## src/rtl/sws_pkg.sv

```systemverilog
// ----------------------------------------------------------------------------
// Sliding window median package
// Shared constants, the controller state type and the cell control bundle.
// ----------------------------------------------------------------------------
`default_nettype none

package sws_pkg;

  localparam int MAX_WINDOW_DEF   = 64;
  localparam int SAMPLE_WIDTH_DEF = 32;
  localparam int CFG_WIDTH        = 7;
  localparam int WINDOW_RESET     = 3;

  typedef enum logic [1:0] {
    ST_IDLE,
    ST_UPDATE,
    ST_SUM
  } state_t;

  typedef struct packed {
    logic en;
    logic evict;
  } cell_ctl_t;

endpackage

`default_nettype wire

```

## src/rtl/sws_cell.sv

```systemverilog
// ----------------------------------------------------------------------------
// Sorted window cell
// Holds one entry of the sorted window and updates it from its neighbors
// when the oldest sample is removed and the new sample is inserted.
// ----------------------------------------------------------------------------
`default_nettype none

module sws_cell import sws_pkg::*; #(
  parameter int SAMPLE_WIDTH = SAMPLE_WIDTH_DEF
) (
  input  wire logic                           clk,
  input  wire cell_ctl_t                      ctl,
  input  wire logic signed [SAMPLE_WIDTH-1:0] old,
  input  wire logic signed [SAMPLE_WIDTH-1:0] x,
  input  wire logic                           vld_self,
  input  wire logic signed [SAMPLE_WIDTH-1:0] nxt_val,
  input  wire logic                           nxt_vld,
  input  wire logic signed [SAMPLE_WIDTH-1:0] prv_t_val,
  input  wire logic                           prv_t_le,
  output logic signed [SAMPLE_WIDTH-1:0]      val,
  output logic signed [SAMPLE_WIDTH-1:0]      t_val,
  output logic                                t_le
);

  logic                           lt_old;
  logic                           shift_up;
  logic                           t_vld;
  logic signed [SAMPLE_WIDTH-1:0] val_next;

  // After removal, entries at or beyond the evicted one move down by one.
  assign lt_old   = vld_self && (val < old);
  assign shift_up = ctl.evict && !lt_old;
  assign t_val    = shift_up ? nxt_val : val;
  assign t_vld    = shift_up ? nxt_vld : vld_self;
  assign t_le     = t_vld && (t_val <= x);

  always_comb begin
    if (t_le) begin
      val_next = t_val;
    end else if (prv_t_le) begin
      val_next = x;
    end else begin
      val_next = prv_t_val;
    end
  end

  always_ff @(posedge clk) begin
    if (ctl.en) begin
      val <= val_next;
    end
  end

endmodule

`default_nettype wire

```

## config.mk

```make
export PLATFORM = sky130hd
export DESIGN_NAME = sws_cell
export DESIGN_NICKNAME = d
export VERILOG_FILES = /design/src/rtl/sws_pkg.sv /design/src/rtl/sws_cell.sv
export SDC_FILE = /design/constraint.sdc
export NUM_CORES = 1
export LEC_CHECK = 0
export BUFFER_PORTS_ARGS = -buffer_cell sky130_fd_sc_hd__buf_2
export CAP_MARGIN = 25
export CORE_ASPECT_RATIO = 1.1
export CORE_MARGIN = 2
export CORE_UTILIZATION = 45
export CTS_CLUSTER_SIZE = 8
export DETAILED_ROUTE_END_ITERATION = 8
export GPL_TIMING_DRIVEN = 0
export PLACE_DENSITY = 0.76
export SLEW_MARGIN = 20
export SYNTH_ARGS = -nofsm -noshare
export SYNTH_HDL_FRONTEND = slang
export SYNTH_SLANG_ARGS = --single-unit
```

## constraint.sdc

```tcl
create_clock -name clk -period 6.2 [get_ports clk]
set_input_delay 0.62 -clock clk [delete_from_list [all_inputs] [get_ports clk]]
set_output_delay 0.62 -clock clk [all_outputs]
set_load 0.005 [all_outputs]
```

==> qor.csv <==
stage;metric;value;unit
timing;RSZ-0062 raised after global routing;false;
clocking;Max Root-Sink Buffers;2;
route;drt first pass iters;4;
synthesis;post-synth cell types;37;
route;DRT iter0 DRCs;75;
die;Site Rows;35;
power;PD cells;221.4;nW/um^2
die;I/O pin count;199;
setup_path;Worst setup startpoint;val[15];
clocking;CTS tree;done;
clocking;CTS buffer count;5;
setup_path;CP Cell Sequence;ha_1 -> nand4_1 -> nor3_2 -> or4b_1 -> a31oi_2 -> o221ai_2 -> buf_6 -> mux2_4 -> ha_1 -> nand4_1 -> nor4_1 -> nand2_1 -> nor3_1 -> nor4_1 -> o32ai_2 -> buf_2 -> inv_1 -> buf_2;
timing;Hold Vio Cnt, Final;0;
global_route;vias in the first global route;3763;
die;Initial Utilization;0.4621;
synthesis;syn_area_per_cell;10.33;sq um
final_layout;final non-filler cell total;693;
timing;fin. max-slew vios;0;
route;total number of vias;3567;
setup_path;Worst setup SP type;register;
placed_design;DP Wirelength;9.127;mm
power;sequential power share;0.287;
power;Clock power frac;0.177;
setup_path;CP Buf/Inv Count;4;
synthesis;Post-synth EDFFs;32;
synthesis;Synth Warn #;0;
power;VDD IR max;126.1;uV
clocking;Clock transition at path regs;80;ps
synthesis;flops & latches, synth;32;
clocking;# hold bufs at CTS;0;
final_layout;share of layout cells above drive strength 1;0.5309;
global_route;GR Overflow Total;0;
global_route;pin count of the biggest net entering global routing;33;
final_layout;area growth from synthesis to layout;32.44;%
clocking;H-Tree Depth;2;
setup_path;type of the worst setup path;reg2out;
synthesis;Cell Area, Synth;3865;sq um
route;DRC;0;
setup_path;worst path arrival time;5280;ps
die;die width;92.36;microns
final_layout;ant diodes;0;
synthesis;Main synth FF type;edfxtp_1;
placed_design;Placed Cells;682;
clocking;Root Driver;clkbuf_8;
power;combinational share of power;0.536;
die;core area;8364;sq um
timing;count of final setup violators;0;
timing;actual slew at the worst max-slew pin;819.9;ps
timing;Slew headroom;0.4534;
final_layout;max reg flops;32;
route;antenna viol nets, final;0;
global_route;initial antenna violation count;0;
final_layout;fillcell total;729;
synthesis;Post-synth ARST share;0;
clocking;clock sinks;32;
setup_path;worst r2r src;val[15];
timing;Setup Total Neg Slack;0;ps
setup_path;Critical-path top delay cell;or4b_1;
timing;Max Clock Skew;8.107;ps
power;Pint;0.7377;mW
die;Die H;101.2;microns
min_path;worst hold path startpoint;prv_t_val[0];
synthesis;Seq/Total Area, Yosys;0.2486;
setup_path;crit path max fanout;10;
min_path;HP Class;in2reg;
timing;Max Clk Rate;0.1696;GHz
clocking;Skew-Pair Late Insertion Delay;290;ps
route;routed wire length;10.87;mm
timing;min cycle time layout;5896;ps
synthesis;Post-Syn Nets;571;
clocking;cts repair resizes;0;
route;mean number of vias per cell;5.147;
final_layout;# nets final;778;
power;P_leak;2.732;nW
final_layout;biggest regs;val: 32 flops;
run_status;outcome;finished clean;
flow_run;MaxCap Viol Count;0;
setup_path;CP top delay family;simple AND/OR/NAND/NOR gates;
global_route;GR Util All Layers;0.2300;
placed_design;global placer's final weighted congestion;0.8180;
setup_path;CP max stage delay;490;ps
global_route;first-pass GRT wire length;17.02;mm
route;mean routed wirelength per cell;15.69;microns
placed_design;PortBufs;197;
setup_path;worst endpoint required time;5580;ps
final_layout;Top reg by flops;val;
synthesis;Syn Inst Count;374;
setup_path;Worst Setup End Kind;output port;
die;die area;9347;sq um
timing;period utilization;0.9510;
power;Switching Fraction;0.3492;
power;Net Switching;0.3958;mW
[cells by family (layout without fill, tap and decap cells)]
family,count (synthesis),in the layout,synth area share
DFF,32,32,0.2486
AOI/OAI and AO/OA,48,48,0.07996
and+or+nand+nor,58,58,0.07738
buffers and inverters,76,284,0.08061
muxes,97,97,0.3095
adders and majority gates,63,63,0.2040
[Yosys cell counts (2+ instances only)]
library cell  number  share of area
nand3_1            5         0.0065
o21ai_0            7         0.0091
nor3_1             2         0.0026
nand2_1           20          0.019
inv_1             66          0.064
buf_6              3         0.0087
a21o_1             2         0.0039
o211ai_1           2         0.0039
o21a_1             2         0.0039
a21oi_1           25          0.032
nor4_1             3         0.0049
ha_1              63           0.20
mux2_4            29           0.11
edfxtp_1          32           0.25
nor2_1             6         0.0058
a211oi_1           2         0.0039
a221oi_1           2         0.0045
mux2_2            64           0.19
mux2i_1            4          0.010
nand4_1           11          0.018
nand2b_1           3         0.0049
clkbuf_1           4         0.0039
buf_2              3         0.0039
[placed cells by master, fill, tap and decap left out, types with 4 or more instances in the layout]
cell,instances
buf_2,200
inv_1,66
mux2_2,64
ha_1,63
edfxtp_1,32
mux2_4,29
a21oi_1,25
nand2_1,20
nand4_1,11
o21ai_0,7
nor2_1,6
nand3_1,5
clkbuf_8,5
mux2i_1,4
clkbuf_1,4
[per-layer routing]
metal | vias up | global-route usage | routed length [microns]
met5 | - | 0 | 0
met4 | 0 | 0.05052 | 117
met3 | 8 | 0.04688 | 778
met2 | 147 | 0.4593 | 5774
met1 | 1646 | 0.2478 | 4202
li1 | 1766 | - | -
[stage by stage]
stage	hold slack (ps)	area [sq um]	power (mW)	worst slack [ps]	util
after floorplan	692.1	3865	0.7104	1152	-
after global placement	721.1	4990	0.9141	157.1	0.5966
after detailed placement	731.0	4990	0.9309	91.25	0.5966
after CTS	723.3	5096	1.138	45.38	0.6093
after global routing	755.0	5119	1.218	24.11	0.6120
final	726.0	5119	1.134	304.0	0.6120
[worst register-to-register path, stage by stage, from the launching register on]
cell      delay [ps]
edfxtp_1         440
ha_1             330
nand4_1          150
nor3_2           240
or4b_1           490
a31oi_2          260
o221ai_2         270
buf_6            240
mux2_4           330
ha_1             310
nand4_1          190
nor4_1           320
nand2_1          170
nor3_1           280
nor4_1           100
o32ai_2          340
buf_4            200
buf_2            280
mux2_2           390
[area by class of cell]
cell class	instances	area, sq um	share of cell area
buffer	10	63.81	0.01247
clock buffer	5	68.82	0.01344
clock inverter	3	37.54	0.007333
inverter	66	247.7	0.04840
multi-input combinational	266	2592	0.5065
sequential	32	960.9	0.1877
tap	111	138.9	0.02713
timing repair buffer	200	1008	0.1970
[path summary, 6_finish.rpt]
kind	to	slack, ps	cells past startpoint
worst max register to register	val[9]	620	18
worst min-delay path	val[0]	730	3
worst max-delay path	t_le	300	18
worst min register to register	val[0]	760	2
[power groups by stage]
| stage | clock network [mW] | registers, mW | logic [mW] |
|---|---|---|---|
| floorplan | 0 | 0.326 | 0.385 |
| global placement | 0 | 0.328 | 0.586 |
| detailed placement | 0 | 0.330 | 0.601 |
| CTS | 0.208 | 0.326 | 0.604 |
| global route | 0.214 | 0.331 | 0.672 |
| finish | 0.201 | 0.326 | 0.607 |
[timing repair]
item,in CTS,in global routing
setup endpoints to repair,0,1
setup buffers,0,3
endpoints found under the hold margin,0,0
(Power assumes the default switching activity.)
